**src/upsc_ram.sv**
```systemverilog
module upsc_ram #(
	parameter int WIDTH = 8,
	parameter int DEPTH = 16
) (
	input  logic                                        clk,
	input  logic                                        we,
	input  logic [((DEPTH > 1) ? $clog2(DEPTH) : 1)-1:0] waddr,
	input  logic [WIDTH-1:0]                            wdata,
	input  logic                                        re,
	input  logic [((DEPTH > 1) ? $clog2(DEPTH) : 1)-1:0] raddr,
	output logic [WIDTH-1:0]                            rdata
);

	logic [WIDTH-1:0] mem [DEPTH];
	logic [WIDTH-1:0] rdata_q;

	always_ff @(posedge clk) begin
		if (we) begin
			mem[waddr] <= wdata;
		end
		if (re) begin
			rdata_q <= mem[raddr];
		end
	end

	assign rdata = rdata_q;

endmodule

```
**config.mk**
```make
export PLATFORM = sky130hd
export DESIGN_NAME = upsc_ram
export DESIGN_NICKNAME = d
export VERILOG_FILES = /design/src/upsc_ram.sv
export SDC_FILE = /design/constraint.sdc
export NUM_CORES = 1
export LEC_CHECK = 0
export ABC_CLOCK_PERIOD_IN_PS = 5500
export BUFFER_PORTS_ARGS = -buffer_cell sky130_fd_sc_hd__clkbuf_2
export CORE_MARGIN = 4
export CORE_UTILIZATION = 55
export CTS_BUF_LIST = sky130_fd_sc_hd__clkbuf_16
export CTS_CLUSTER_SIZE = 24
export DETAILED_ROUTE_END_ITERATION = 16
export GPL_TIMING_DRIVEN = 0
export PLACE_DENSITY = 0.71
export SLEW_MARGIN = 20
export SYNTH_ARGS = -nofsm -noshare
export SYNTH_HDL_FRONTEND = slang
export SYNTH_SLANG_ARGS = --single-unit
export TNS_END_PERCENT = 5
```
**constraint.sdc**
```tcl
create_clock -name clk -period 5.5 [get_ports clk]
set_clock_uncertainty 0.15 [all_clocks]
set_input_delay 0.275 -clock clk [delete_from_list [all_inputs] [get_ports clk]]
set_output_delay 0.275 -clock clk [all_outputs]
set_load 0.05 [all_outputs]
```
==> results.cfg <==
[global_route]
antenna_found_initial = 0
globalRouteOverflowTotal = 0
largest_net_degree_at_the_start_of_global_routing = 17
grt_pass1_vias = 2488
grtUsageTotal_pct = 19.2
grt_pass1_wl_mm = 15.1

[placement]
gpl.final_weighted_congestion = 0.727
preCtsSetupSlack_ns = 3.38
io_buffers = 25
dpl.hpwl_mm = 5.98

[sta]
final_period_minus_worst_setup_slack_ns = 1.75
rsz0062_at_grt = false
final-hold-violation-count = 0
maxSlewViolCount = 0
final.period_utilization_pct = 31.8
timing.final.ws_setup_ns = 3.75
setup_violations = 0
max_slew_margin_pct = 46.3
tightest_slew_ns = 0.803
totalNegativeSetupSlack_ns = 0
holdWs_ns = 0.0622
maxClockFrequency_ghz = 0.572

[worst_setup_path]
worstSetupPathType = reg -> reg
crit_path_end_kind = flop
critical_path_required_ns = 5.49
critical_path.reg2reg.endpoint = rdata[0]
ff2ff_setup_slack_ns = 3.75
critPathLaunchType = flop
timing.rr.start = mem[5][0]
path_max_fanout = 1
worst_r2r_path_depth = 3
worst-endpoint-arrival_ns = 1.74

[cts]
cts_max_level = 4
worstSkewPairLatency_ns = 0.40
root_buffer = sky130_fd_sc_hd__clkbuf_16
ctsResizeCount = 0
worst_setup_hold_path_clk_slew_ns = 0.06
postCtsSetupRepairBufs = 0
tritoncts_clock_tree = built
tritoncts.num_buffers = 17
numClockSinks = 136
cts_hold_buffers = 0
clockBufferDepth = 2

[flow_run]
max_cap_viol_count = 0

[logic_synthesis]
postSynthCellCount = 229
post_synth.cell_area_avg_um2 = 22.8
yosysTopAreaCell = sky130_fd_sc_hd__edfxtp_1
synth.top_cells.by_area = sky130_fd_sc_hd__edfxtp_1 78%, sky130_fd_sc_hd__mux4_2 7.8%, sky130_fd_sc_hd__mux4_1 7.0%
warning_count_from_the_yosys_run = 0
number_of_distinct_standard_cells_referenced_by_the_synthesized_netlist = 18
synthTopCellsByCount = 136 x sky130_fd_sc_hd__edfxtp_1, 18 x sky130_fd_sc_hd__mux4_2, 16 x sky130_fd_sc_hd__a22oi_1, 14 x sky130_fd_sc_hd__mux4_1, 13 x sky130_fd_sc_hd__nor2_1
synth-edff-count = 136
synth.net_count = 248
mappedNetlistArea_um2 = 5230
postSynthRegisterBits = 136
synth-main-ff-cell = sky130_fd_sc_hd__edfxtp_1
yosysTopAreaCellShare_pct = 78.1
async_reset_ff_share_pct = 0
ys_seq_area_share_pct = 78.1
synthMostInstantiatedCell = sky130_fd_sc_hd__edfxtp_1

[die]
height_of_the_die_um = 105
design.die.area_um2 = 11100
placement_rows = 35
start_util_pct = 56.6
io-pin-count = 27
core_um2 = 9240
dieWidth_um = 105

[detailed_routing]
detail_route.drc_violations = 0
drt_first_iter_violations = 233
vias = 2418
wl_per_cell_um = 23.8
postRouteAntennaNets = 0
via_per_inst = 5.84
totalWireLength_mm = 9.86
first_pass_iters = 4

[power]
areal_power_density_over_the_cells_nw_per_um2 = 405
intPower_mw = 2.01
peakVddDrop_v = 0.000251
clkPwrFrac_pct = 48.0
proportion_of_power_drawn_by_flip_flops_and_latches_pct = 47.0
comb_power_share_pct = 5.0
p_switching_mw = 0.488
leakage_nw = 2.06
power.share.switching_pct = 19.5

[finish]
final-seq-area_um2 = 4080
fraction_of_final_layout_cells_with_drive_strength_greater_than_1_pct = 30.5
final_nets = 292
fill_cells = 571
multi_input_comb_area_um2 = 1080
antennaDiodeCount = 0
area_growth_pct = 18.0

[worst_hold_path]
worstHoldPathCells = 1
worst_hold_path.endpoint = rdata[2]
type_of_the_most_critical_hold_path = in -> reg
worst_hold_startpoint = re

[status]
outcome = finished, final reports clean
[power by group through the flow]
| stage | Sequential, mW | Combinational, mW | Clock [mW] |
|---|---|---|---|
| 2_1_floorplan | 1.21 | 0.0589 | 0 |
| 3_3_place_gp | 1.19 | 0.123 | 0 |
| 3_5_place_dp | 1.19 | 0.127 | 0 |
| 4_1_cts | 1.17 | 0.128 | 1.21 |
| 5_1_grt | 1.18 | 0.136 | 1.26 |
| 6_report | 1.17 | 0.126 | 1.20 |
[stage by stage]
stage,cells,power [mW],cell area [um2],util [%]
5_1_grt,414,2.57,6170,66.7
4_1_cts,414,2.51,6170,66.7
3_5_place_dp,383,1.32,5530,59.9
6_report,414,2.50,6170,66.7
3_3_place_gp,383,1.32,5510,59.7
2_1_floorplan,229,1.27,5230,-
[flip-flops by register name, indices dropped and copies added, names as in the netlist]
signal	cells
mem	128
rdata	8
[layer usage]
metal	share of wire (%)	wire, um	global-route usage [%]	up-vias
met3	8.3	816	4.90	8
met2	50	4960	28.6	115
li1	-	-	-	1068
met5	0	0	0	-
met4	1.3	127	7.40	0
met1	40	3950	27.7	1227
[cell type report]
type / count / area share [%]
multi-input cells: 83 / 17.5
clock buffers: 17 / 6.90
well taps: 129 / 2.62
flip-flops and latches: 136 / 66.2
repair buffers: 25 / 2.03
clock inverters: 14 / 3.35
plain buffers: 10 / 1.40
[cell families (layout without fill, tap and decap cells)]
| family | Yosys count | after routing | share of synthesized area [%] |
|---|---|---|---|
| mux | 32 | 32 | 14.8 |
| buf+inv | 10 | 66 | 1.65 |
| compound gates | 16 | 16 | 2.30 |
| simple gates | 35 | 35 | 3.14 |
| flops | 136 | 136 | 78.1 |
[critical path, stage by stage, from the launching register on]
cell and delay [ns]:
sky130_fd_sc_hd__edfxtp_1 0.37, sky130_fd_sc_hd__mux4_1 0.56, sky130_fd_sc_hd__a22oi_1 0.29, sky130_fd_sc_hd__nand2_1 0.13
[how the worst max path moves through the flow]
stage | start | end | slack, ns | cells after the start
floorplan | waddr[2] | mem[0][0] | 3.58 | 2
global placement | waddr[2] | mem[0][3] | 3.02 | 3
detailed placement | waddr[2] | mem[1][3] | 3.38 | 3
CTS | mem[5][0] | rdata[0] | 3.71 | 3
global route | mem[5][0] | rdata[0] | 3.68 | 3
finish | mem[5][0] | rdata[0] | 3.75 | 3
[placed cells by master (no fill, tap or decap)]
master / netlist / layout
sky130_fd_sc_hd__buf_6: 3 / 3
sky130_fd_sc_hd__nor2b_1: 1 / 1
sky130_fd_sc_hd__buf_2: 3 / 3
sky130_fd_sc_hd__bufinv_16: 0 / 5
sky130_fd_sc_hd__clkinv_2: 0 / 2
sky130_fd_sc_hd__or3b_2: 1 / 1
sky130_fd_sc_hd__nor2_1: 13 / 13
sky130_fd_sc_hd__edfxtp_1: 136 / 136
sky130_fd_sc_hd__clkdlybuf4s25_2: 3 / 3
sky130_fd_sc_hd__nor3_2: 0 / 4
sky130_fd_sc_hd__clkbuf_16: 0 / 17
sky130_fd_sc_hd__clkinv_4: 0 / 1
sky130_fd_sc_hd__nand3b_1: 2 / 2
sky130_fd_sc_hd__nand3_1: 1 / 1
sky130_fd_sc_hd__clkinv_1: 0 / 2
sky130_fd_sc_hd__and2b_1: 1 / 1
sky130_fd_sc_hd__clkinvlp_4: 0 / 4
sky130_fd_sc_hd__and2_1: 1 / 1
sky130_fd_sc_hd__nand2b_1: 2 / 2
sky130_fd_sc_hd__clkbuf_2: 0 / 25
sky130_fd_sc_hd__mux4_1: 14 / 14
sky130_fd_sc_hd__nand2_1: 9 / 9
sky130_fd_sc_hd__a22oi_1: 16 / 16
sky130_fd_sc_hd__buf_4: 1 / 1
sky130_fd_sc_hd__mux4_2: 18 / 18
(Power assumes the default switching activity.)
