$ cat config.mk
export PLATFORM = sky130hd
export DESIGN_NAME = upsc_cfg
export DESIGN_NICKNAME = d
export VERILOG_FILES = /design/src/upsc_pkg.sv /design/src/upsc_cfg.sv
export SDC_FILE = /design/constraint.sdc
export NUM_CORES = 1
export LEC_CHECK = 0
export BUFFER_PORTS_ARGS = -buffer_cell sky130_fd_sc_hd__buf_2
export CORE_UTILIZATION = 35
export DETAILED_ROUTE_END_ITERATION = 7
export PLACE_DENSITY = 0.67
export SLEW_MARGIN = 15
export SYNTH_ARGS = -nofsm -noshare
export SYNTH_HDL_FRONTEND = slang
export SYNTH_SLANG_ARGS = --single-unit
$ cat constraint.sdc
create_clock -name clk -period 1.73 [get_ports clk]
set_clock_uncertainty 0.1 [all_clocks]
set_input_delay 0.346 -clock clk [delete_from_list [all_inputs] [get_ports clk]]
set_output_delay 0.346 -clock clk [all_outputs]
set_load 0.05 [all_outputs]
$ cat src/upsc_pkg.sv
package upsc_pkg;

	// line buffer geometry
	localparam int MAX_WIDTH = 4096;
	localparam int ADDR_W    = (MAX_WIDTH > 1) ? $clog2(MAX_WIDTH) : 1;
	localparam int CNT_W     = ADDR_W + 1;

	// register and field widths
	localparam int SCALE_W     = 7;
	localparam int ROW_WIDTH_W = 13;
	localparam int COLOR_W     = 8;
	localparam int PIX_W       = 3 * COLOR_W;
	localparam int PAD_W       = 2;
	localparam int PADDR_W     = 3;
	localparam int PDATA_W     = 32;

	localparam logic [SCALE_W-1:0] SCALE_LIMIT = SCALE_W'(100);

	// register index codes, taken from paddr[2]
	localparam logic REG_SCALE     = 1'b0;
	localparam logic REG_ROW_WIDTH = 1'b1;

	// item function codes
	localparam logic FUNC_PUSH = 1'b0;
	localparam logic FUNC_PULL = 1'b1;

	typedef logic [PIX_W-1:0] pixel_t;

	typedef struct packed {
		logic [SCALE_W-1:0] scale;
		logic [CNT_W-1:0]   width;
		logic [PAD_W-1:0]   pad;
	} cfg_t;

	typedef struct packed {
		logic [PAD_W-1:0] pad_bytes;
		logic             row_end;
		logic             group_end;
		logic             dropped;
	} meta_t;

	typedef struct packed {
		logic  valid;
		meta_t meta;
	} res_t;

endpackage

$ cat src/upsc_cfg.sv
module upsc_cfg import upsc_pkg::*; (
	input  logic               clk,
	input  logic               arst_n,
	input  logic               psel,
	input  logic               penable,
	input  logic               pwrite,
	input  logic [PADDR_W-1:0] paddr,
	input  logic [PDATA_W-1:0] pwdata,
	output logic [PDATA_W-1:0] prdata,
	output cfg_t               cfg
);

	logic [SCALE_W-1:0]     scale_q;
	logic [ROW_WIDTH_W-1:0] row_width_q;
	logic                   wr_en;
	logic [SCALE_W-1:0]     eff_n;
	logic [CNT_W-1:0]       eff_w;
	logic [PAD_W-1:0]       bytes_lo;

	assign wr_en = psel && penable && pwrite;

	always_ff @(posedge clk or negedge arst_n) begin
		if (!arst_n) begin
			scale_q     <= SCALE_W'(1);
			row_width_q <= ROW_WIDTH_W'(1);
		end else if (wr_en) begin
			case (paddr[2])
				REG_SCALE:     scale_q     <= pwdata[SCALE_W-1:0];
				REG_ROW_WIDTH: row_width_q <= pwdata[ROW_WIDTH_W-1:0];
				default:       scale_q     <= scale_q;
			endcase
		end
	end

	// misaligned reads return zero
	always_comb begin
		prdata = '0;
		if (paddr[1:0] == 2'd0) begin
			case (paddr[2])
				REG_SCALE:     prdata = PDATA_W'(scale_q);
				REG_ROW_WIDTH: prdata = PDATA_W'(row_width_q);
				default:       prdata = '0;
			endcase
		end
	end

	// effective values with clamping
	always_comb begin
		if (scale_q == '0) begin
			eff_n = SCALE_W'(1);
		end else if (scale_q > SCALE_LIMIT) begin
			eff_n = SCALE_LIMIT;
		end else begin
			eff_n = scale_q;
		end
		if (row_width_q == '0) begin
			eff_w = CNT_W'(1);
		end else if (32'(row_width_q) > 32'(MAX_WIDTH)) begin
			eff_w = CNT_W'(MAX_WIDTH);
		end else begin
			eff_w = CNT_W'(row_width_q);
		end
	end

	// low two bits of 3*w*n, then pad to a multiple of four
	assign bytes_lo  = PAD_W'(PAD_W'(eff_w[1:0] * eff_n[1:0]) * 2'd3);
	assign cfg.scale = eff_n;
	assign cfg.width = eff_w;
	assign cfg.pad   = PAD_W'(2'd0 - bytes_lo);

endmodule

==> run_results.csv <==
group,metric,value,unit
outcome,status,"finished with violations",
outcome,violations,"negative setup slack",
synthesis,netlist_instances,125,
sta,final-hold-violation-count,0,
place,io_buffers,55,
setup_path,crit_start,"scale_q[3]",
synthesis,ys_ff_latch,20,
drt,viasPerCell,4.542,
drt,vias,1149,
cells_and_area,final_layout_size_suffix_gt1_frac,0.7295,
sta,fin_crit_sh,1.278,
drt,wire_per_inst,14.01,um
global_route,grt_overflow,0,
sta,fmaxAchievable,452.1,MHz
place,hpwl,2.515,mm
power,clkPwrFrac,0.129,
setup_path,critPathMaxFanout,3,
place,dp_slack,-0.2925,ns
cells_and_area,num_antenna_cells,0,
setup_path,endpoint,"cfg[1]",
setup_path,critPathLaunchType,"flop",
cts,clock_latency,0.25,ns
die,die_area,0.003962,mm^2
synthesis,ys_types,26,
setup_path,path_class,"flop to output port",
synthesis,synth.cell_area,0.001300,mm^2
synthesis,yosysSeqAreaShare,0.3869,
sta,slew_violations,0,
place,finalWeightedCongestion,0.8196,
cts,cts_buffers,3,
die,coreArea,0.003442,mm^2
drt,wl_met2,1.982,mm
flow_run,drv_cap,0,
power,leakagePower,1.082,nW
die,rows,21,
min_path,hold_class,"input pin to flop",
cells_and_area,fin_area,0.002178,mm^2
die,initial_core_util,0.3777,
drt,topRoutingLayerUsed,"met4",
drt,route.met3.wl,173,um
cells_and_area,nNetsFinal,248,
synthesis,syn_area_per_cell,10.40,um^2
sta,setup_viol,8,
cts,cts_sinks,20,
cts,cts_htree_levels,1,
cts,cts.path.max_buffers,2,
power,internal-power,0.001481,W
drt,dr.pass1.iters,4,
power,swShare,0.4608,
cts,clkTransAtPathRegs,0.07,ns
setup_path,reg2reg_depth,3,
setup_path,rrSetupSlack,0.56,ns
global_route,antenna_found_initial,0,
setup_path,rr_startpoint,"row_width_q[12]",
power,p_seq_frac,0.249,
drt,ant_nets,0,
power,ir_worst_vdd,0.7258,mV
setup_path,cp.required,1.28,ns
power,switching_power,0.001266,W
drt,drc,0,
cts,root_buffer,"clkbuf_8",
power,combPwrFrac,0.622,
place,place_area,0.001853,mm^2
drt,wl_met1,1.369,mm
setup_path,arrival,1.77,ns
global_route,track_usage,0.1745,
global_route,grt_pass1_vias,1114,
sta,rsz0062_at_grt,"yes",
die,ioPinCount,94,
global_route,grt_pass1_wl,5.416,mm
cts,cts_tree,"built",
power,p_per_area,1261,mW/mm^2
power,total_power,0.002747,W
sta,fin_crit,2.212,ns
global_route,grt_max_degree,21,
synthesis,yosys_warnings,0,
sta,fin_ws,-0.4817,ns
setup_path,crit-reg2reg-capture,"row_width_q[12]",
setup_path,cp-end-kind,"output port",
sta,setup_tns,-2.058,ns
die,chipHeight,62.95,um
drt,drt_iter0_markers,21,
cells_and_area,area_growth,67.57,%
drt,routed_wl,3.544,mm
die,die_x,62.95,um
==> worst max-delay path, stage by stage, from the launching register on <==
cell and delay (ns):
dfrtp_1 0.43, o311ai_4 0.35, o21ai_2 0.12, nor3b_2 0.16, buf_4 0.15, xor2_4 0.13
buf_6 0.17
==> cells by family (layout without fill, tap and decap cells) <==
| group | after synthesis | after routing | synth area share |
|---|---|---|---|
| DFF | 20 | 20 | 0.3869 |
| muxes | 27 | 27 | 0.2271 |
| buffers and inverters | 31 | 95 | 0.1473 |
| other | 1 | 19 | 0.002885 |
| AOI/OAI and AO/OA | 6 | 6 | 0.04908 |
| xor gates and xnor gates | 1 | 1 | 0.006738 |
| and+or+nand+nor | 39 | 39 | 0.1800 |
==> flip-flops by register name (all words and copies together) (netlist names) <==
signal	flops
row_width_q	13
scale_q	7
==> stage by stage <==
step / hold WS [ns] / util / cells
after global placement: 0.2088 / 0.5384 / 246
after global routing: 0.2309 / 0.6329 / 253
after detailed placement: 0.2158 / 0.5384 / 246
after CTS: 0.2284 / 0.6081 / 253
final: 0.2287 / 0.6329 / 253
after floorplan: -0.04959 / - / 143
==> how the worst min path moves through the flow <==
stage	cells after the start	from	to	slack [ns]
floorplan	0	arst_n	row_width_q[10]	-0.05
global placement	1	arst_n	row_width_q[4]	0.21
detailed placement	1	arst_n	row_width_q[11]	0.22
CTS	2	pwdata[10]	row_width_q[10]	0.23
global route	2	pwdata[10]	row_width_q[10]	0.23
finish	2	pwdata[10]	row_width_q[10]	0.23
==> power groups by stage <==
stage          registers [W]  clock network, W  logic (W)
2_1_floorplan       0.000683                 0    0.00101
4_1_cts             0.000677          0.000356    0.00162
3_3_place_gp        0.000667                 0    0.00141
6_report            0.000685          0.000353    0.00171
5_1_grt             0.000693          0.000386    0.00179
3_5_place_dp        0.000674                 0    0.00143
==> per-layer routing <==
layer / GRT usage / up-vias
met3: 0.02190 / 2
met5: 0 / -
met1: 0.2100 / 548
met4: 0.04360 / 0
met2: 0.3226 / 49
li1: - / 550
==> cell usage after synthesis <==
cell type	instances	area, um^2
mux2_2	20	225.2
buf_4	19	142.6
dfrtp_1	18	450.4
nor2_1	11	41.29
nor2b_1	11	68.82
mux2i_1	7	70.07
and3_1	6	37.54
clkbuf_1	5	18.77
inv_1	4	15.01
buf_2	3	15.01
nor4_1	3	18.77
a21boi_0	2	15.01
dfstp_2	2	52.55
nor3_1	2	10.01
a21oi_1	1	5.000
a32oi_1	1	8.760
conb_1	1	3.750
nand2_1	1	3.750
nand4_2	1	12.51
nand4b_2	1	15.01
nor3b_2	1	12.51
o21ai_2	1	8.760
o311ai_4	1	26.28
or2_2	1	6.260
or2b_1	1	7.510
xor2_1	1	8.760
==> cell usage in the layout, fill, tap and decap left out, drive strengths merged <==
cell type	netlist	final
buf	22	86
mux2	20	20
conb	1	19
dfrtp	18	18
nor2b	11	11
nor2	11	11
mux2i	7	7
and3	6	6
clkbuf	5	4
inv	4	4
nor4	3	3
dfstp	2	2
a21boi	2	2
nor3	2	2
o311ai	1	1
or2b	1	1
nand2	1	1
a21oi	1	1
o21ai	1	1
a32oi	1	1
nor3b	1	1
xor2	1	1
or2	1	1
nand4b	1	1
nand4	1	1
dlygate4sd3	0	1
==> repair_timing <==
item,4_1_cts,5_1_grt
pin swaps,4,5
endpoints found under the setup margin,26,28
resized for setup,50,25
endpoints found under the hold margin,18,0
hold buffers,1,0
buffers inserted,2,4
==> final cells by class <==
| type | count | area (um^2) |
|---|---|---|
| well taps | 46 | 57.56 |
| multi-input cells | 92 | 854.6 |
| flip-flops and latches | 20 | 505.5 |
| fillers | 270 | 1264 |
| clock buffers | 4 | 55.05 |
| repair buffers | 87 | 685.7 |
| inverters | 4 | 20.02 |
No activity file was read; power rests on OpenSTA's default activity.
