<file path="config.mk">
export PLATFORM = sky130hd
export DESIGN_NAME = upsc_seq
export DESIGN_NICKNAME = d
export VERILOG_FILES = /design/src/upsc_pkg.sv /design/src/upsc_seq.sv
export SDC_FILE = /design/constraint.sdc
export NUM_CORES = 1
export LEC_CHECK = 0
export ABC_CLOCK_PERIOD_IN_PS = 3700
export BUFFER_PORTS_ARGS = -buffer_cell sky130_fd_sc_hd__buf_2
export CAP_MARGIN = 0
export CORE_UTILIZATION = 57
export DETAILED_ROUTE_END_ITERATION = 8
export PLACE_DENSITY = 0.85
export SLEW_MARGIN = 25
export SYNTH_ARGS = -nofsm -noshare
export SYNTH_HDL_FRONTEND = slang
export SYNTH_SLANG_ARGS = --single-unit
</file>
<file path="constraint.sdc">
create_clock -name clk -period 3.7 [get_ports clk]
set_clock_uncertainty 0.05 [all_clocks]
set_input_delay 0.37 -clock clk [delete_from_list [all_inputs] [get_ports clk]]
set_output_delay 0.37 -clock clk [all_outputs]
set_load 0.01 [all_outputs]
</file>
<file path="src/upsc_pkg.sv">
package upsc_pkg;

	// line buffer geometry
	localparam int MAX_WIDTH = 4096;
	localparam int ADDR_W    = (MAX_WIDTH > 1) ? $clog2(MAX_WIDTH) : 1;
	localparam int CNT_W     = ADDR_W + 1;

	// register and field widths
	localparam int SCALE_W     = 7;
	localparam int ROW_WIDTH_W = 13;
	localparam int COLOR_W     = 8;
	localparam int PIX_W       = 3 * COLOR_W;
	localparam int PAD_W       = 2;
	localparam int PADDR_W     = 3;
	localparam int PDATA_W     = 32;

	localparam logic [SCALE_W-1:0] SCALE_LIMIT = SCALE_W'(100);

	// register index codes, taken from paddr[2]
	localparam logic REG_SCALE     = 1'b0;
	localparam logic REG_ROW_WIDTH = 1'b1;

	// item function codes
	localparam logic FUNC_PUSH = 1'b0;
	localparam logic FUNC_PULL = 1'b1;

	typedef logic [PIX_W-1:0] pixel_t;

	typedef struct packed {
		logic [SCALE_W-1:0] scale;
		logic [CNT_W-1:0]   width;
		logic [PAD_W-1:0]   pad;
	} cfg_t;

	typedef struct packed {
		logic [PAD_W-1:0] pad_bytes;
		logic             row_end;
		logic             group_end;
		logic             dropped;
	} meta_t;

	typedef struct packed {
		logic  valid;
		meta_t meta;
	} res_t;

endpackage

</file>
<file path="src/upsc_seq.sv">
module upsc_seq import upsc_pkg::*; (
	input  logic              clk,
	input  logic              arst_n,
	input  cfg_t              cfg,
	input  logic              accept,
	input  logic              func,
	output logic              ram_we,
	output logic [ADDR_W-1:0] ram_waddr,
	output logic              ram_re,
	output logic [ADDR_W-1:0] ram_raddr,
	output res_t              res
);

	logic               emitting_q, emitting_d;
	logic [ADDR_W-1:0]  load_col_q, load_col_d;
	logic [ADDR_W-1:0]  emit_col_q, emit_col_d;
	logic [SCALE_W-1:0] hcopy_q, hcopy_d;
	logic [SCALE_W-1:0] vcopy_q, vcopy_d;
	logic [CNT_W-1:0]   load_nx, emit_nx;
	logic [SCALE_W:0]   hcopy_nx, vcopy_nx;

	assign load_nx   = CNT_W'(load_col_q) + CNT_W'(1);
	assign emit_nx   = CNT_W'(emit_col_q) + CNT_W'(1);
	assign hcopy_nx  = (SCALE_W+1)'(hcopy_q) + (SCALE_W+1)'(1);
	assign vcopy_nx  = (SCALE_W+1)'(vcopy_q) + (SCALE_W+1)'(1);
	assign ram_waddr = load_col_q;
	assign ram_raddr = emit_col_q;

	always_comb begin
		emitting_d = emitting_q;
		load_col_d = load_col_q;
		emit_col_d = emit_col_q;
		hcopy_d    = hcopy_q;
		vcopy_d    = vcopy_q;
		ram_we     = 1'b0;
		ram_re     = 1'b0;
		res        = '0;
		if (accept) begin
			if (func == FUNC_PUSH) begin
				if (emitting_q) begin
					res.valid        = 1'b1;
					res.meta.dropped = 1'b1;
				end else begin
					ram_we = 1'b1;
					if (load_nx >= cfg.width) begin
						load_col_d = '0;
						emitting_d = 1'b1;
						emit_col_d = '0;
						hcopy_d    = '0;
						vcopy_d    = '0;
					end else begin
						load_col_d = load_nx[ADDR_W-1:0];
					end
				end
			end else if (emitting_q) begin
				ram_re    = 1'b1;
				res.valid = 1'b1;
				if (hcopy_nx >= (SCALE_W+1)'(cfg.scale)) begin
					hcopy_d = '0;
					if (emit_nx >= cfg.width) begin
						emit_col_d         = '0;
						res.meta.row_end   = 1'b1;
						res.meta.pad_bytes = cfg.pad;
						if (vcopy_nx >= (SCALE_W+1)'(cfg.scale)) begin
							vcopy_d            = '0;
							res.meta.group_end = 1'b1;
							emitting_d         = 1'b0;
							load_col_d         = '0;
						end else begin
							vcopy_d = vcopy_nx[SCALE_W-1:0];
						end
					end else begin
						emit_col_d = emit_nx[ADDR_W-1:0];
					end
				end else begin
					hcopy_d = hcopy_nx[SCALE_W-1:0];
				end
			end
		end
	end

	always_ff @(posedge clk or negedge arst_n) begin
		if (!arst_n) begin
			emitting_q <= 1'b0;
			load_col_q <= '0;
			emit_col_q <= '0;
			hcopy_q    <= '0;
			vcopy_q    <= '0;
		end else begin
			emitting_q <= emitting_d;
			load_col_q <= load_col_d;
			emit_col_q <= emit_col_d;
			hcopy_q    <= hcopy_d;
			vcopy_q    <= vcopy_d;
		end
	end

endmodule

</file>
==> results.txt <==
Placed insts -> 504
Vias per cell -> 5.77
XOR/XNOR Fraction of Synth Area -> 7.52%
Worst path most repeated cell -> nand3_1
CORE AREA -> 5610 sq um
Critical Path RT -> 3.83 ns
DIE AREA -> 6240 sq um
Min setup slack post-route -> 0.128 ns
Synth Area in Compound Gates -> 18.7%
Final Instance Count excl. Fillers -> 519
Worst setup path category -> register to register
Detailed Place HPWL -> 5.72 mm
Share of post-route cells with drive strength above 1 -> 22.4%
Pre-antenna DRT Iters -> 4
Post-synthesis mux area share -> 0.778%
Nature of the critical path startpoint -> register
Global Route Usage Sum -> 24.9%
Met3 GRT Util -> 3.91%
Fin crit period -> 3.57 ns
Post-layout net count -> 522
IO Pins -> 58
CP Data Arrival Time -> 3.70 ns
Drt initial violations -> 181
Total Wirelength -> 7.51 mm
Delay-heaviest family, CP -> simple AND/OR/NAND/NOR gates
GRT Max-Usage Layer -> met2
Leading area contributor after synthesis -> dfrtp_1
Largest net degree at the start of global routing -> 40
Die height -> 79.0 um
Worst slew pin tran -> 0.882 ns
Setup crit end kind -> register
FMAX -> 280 MHz
Post-synth EDFFs -> 0
Mapped Area -> 3380 sq um
Hold WC Path Type -> input pin to async pin
Ys Warns -> 0
Synth Instances -> 383
First-pass GRT wire length -> 12.3 mm
Core Rows -> 27
Final setup TNS -> 0 ns
Main combinational cell family by area after synthesis -> simple AND/OR/NAND/NOR gates
Initial core utilization -> 60.2%
Max_cap viols -> 0
FF+latch count, synth -> 39
Lkg Pwr -> 2.01 nW
CP max stage delay -> 0.40 ns
Dpl ws -> -0.0000833 ns
Post-Synthesis Net Count -> 458
WHS -> 0.139 ns
CP startpoint -> ram_waddr[1]
Hold Vio Cnt, Final -> 0
Max-slew violations -> 0
Final setup vio count -> 0
Num CTS Buffers -> 5
Worst relative slew slack -> 41.2%
Commonest cells in the netlist -> ha_1, dfrtp_1, nand2_1, nand3_1, inv_1
Post-DP Area -> 3720 sq um
CP bufs+invs -> 1
Critical Path, Cell by Cell -> ha_2, nand3_1, nor2_2, and3_2, nand3_1, xnor2_1, ha_1, nand4_1, nor2_1, nand3_1, o211ai_2, o211ai_1, buf_4, a31o_1, a22o_1
Filler instances -> 453
DRC Markers -> 0
Status -> complete, no violations
Grt total ovfl -> 0
Distinct cells, synth -> 51
CTS sink cnt -> 39
Htree depth -> 2
Remaining antenna violation count after routing -> 0
Vias in the first global route -> 2,780
Period utilization -> 96.5%
Layout area overhead -> 14.9%
Synth top area share -> 28.9%
Worst-path clk slew -> 0.08 ns
Slowest CP cell -> dfrtp_1
# hold bufs at CTS -> 0
Via count -> 2,995
Post-layout instance area -> 3880 sq um
Critical path peak fanout -> 7
Peak VDD IR -> 0.178 mV
Most frequent cell after synthesis -> ha_1
PD cells -> 275 nW/um^2
Synth async-reset ratio -> 100%
Diodes inserted -> 0
Die X -> 79.0 um
Synth top area cells -> dfrtp_1, ha_1, nand3_1
Reg2reg start -> ram_waddr[1]
Prevailing post-synth register cell -> dfrtp_1
Seq/Total Area, Yosys -> 28.9%
Wirelength per Cell -> 14.5 um
CTS tree -> yes
Worst skew pair latency -> 0.30 ns
Adder-Cell Fraction of Synth Area -> 18.2%
CTS Buffer Depth -> 2
Synthesized area per cell -> 8.82 sq um
Met2 GRT Util -> 43.3%
Initial antenna violation count -> 0
Post-synthesis simple-gate area fraction -> 21.1%
Met1 Usage GRT -> 31.6%
Root buf cell -> clkbuf_8
Gp weighted congestion -> 0.856
Input/output buffers -> 57
-- registers in the layout (all words and copies together), names as in the netlist --
signal	count
ram_raddr	12
ram_waddr	12
hcopy_q	7
vcopy_q	7
emitting_q	1
-- area by class of cell --
type,instances,area [sq um],share of cell area (%)
multi-input cells,306,2250,58.0
clock inverters,1,5.00,0.129
clock buffers,6,82.6,2.13
repair buffers,69,375,9.67
inverters,26,97.6,2.52
well taps,72,90.1,2.32
flip-flops and latches,39,978,25.2
-- metal layers --
| metal | up-vias | wire [um] |
|---|---|---|
| met3 | 11 | 294 |
| met5 | - | 0 |
| met2 | 79 | 3710 |
| met1 | 1412 | 3400 |
| met4 | 0 | 109 |
| li1 | 1493 | - |
-- logic make-up after synthesis --
family | count (synthesis)
buf+inv | 38
fa+ha+maj | 49
compound gates | 87
simple gates | 139
xor+xnor | 29
flops | 39
mux | 2
-- power breakdown --
part           total [W]  internal (W)  switching, W
clock network   0.000296      0.000146      0.000150
logic           0.000275      0.000125      0.000150
registers       0.000496      0.000454     0.0000429
-- placed cells by master (no fill, tap or decap), types with 3 or more instances in the layout --
cell type,count
a22o_1,12
a21o_1,4
buf_2,57
nor2_1,17
clkbuf_8,6
and2_1,7
dfrtp_1,37
buf_4,12
nor3_1,4
xor2_1,15
and3_1,6
o21bai_1,3
nand3_1,30
o21ai_2,3
inv_1,26
nand2_1,36
ha_1,47
nand2b_1,9
a31oi_1,3
a21oi_1,14
o21ai_1,25
xnor2_1,14
nor4_1,3
o21ai_0,4
nand4_1,7
nor2b_1,7
-- final timing paths --
path	endpoint	slack, ns	depth (start not counted)
worst min-delay path	ram_raddr[10]	0.14	1
worst max register to register	hcopy_q[5]	0.13	15
worst max-delay path	hcopy_q[5]	0.13	15
worst min register to register	vcopy_q[6]	0.49	2
max in group asynchronous	ram_raddr[0]	2.85	1
min in group clk	emitting_q	0.40	3
-- worst reg2reg max path, delay by kind of cell, from the launching register on --
family          cells  cell delay [ns]
compound gates      4             0.98
flops               1             0.40
buf+inv             1             0.23
fa+ha+maj           2             0.53
xor+xnor            1             0.16
simple gates        7             1.12
-- per-stage QoR --
step | utilization [%] | total power, W
floorplan | - | 0.000683
global placement | 66.3 | 0.000757
detailed placement | 66.3 | 0.000772
CTS | 67.8 | 0.00107
global route | 69.2 | 0.00114
finish | 69.2 | 0.00107
-- repair_timing --
action | CTS | global route
setup buffers | 0 | 8
resized for setup | 1 | 7
gates cloned | 0 | 0
setup endpoints to repair | 2 | 13
pin swaps | 1 | 6
No activity file was read; power rests on OpenSTA's default activity.
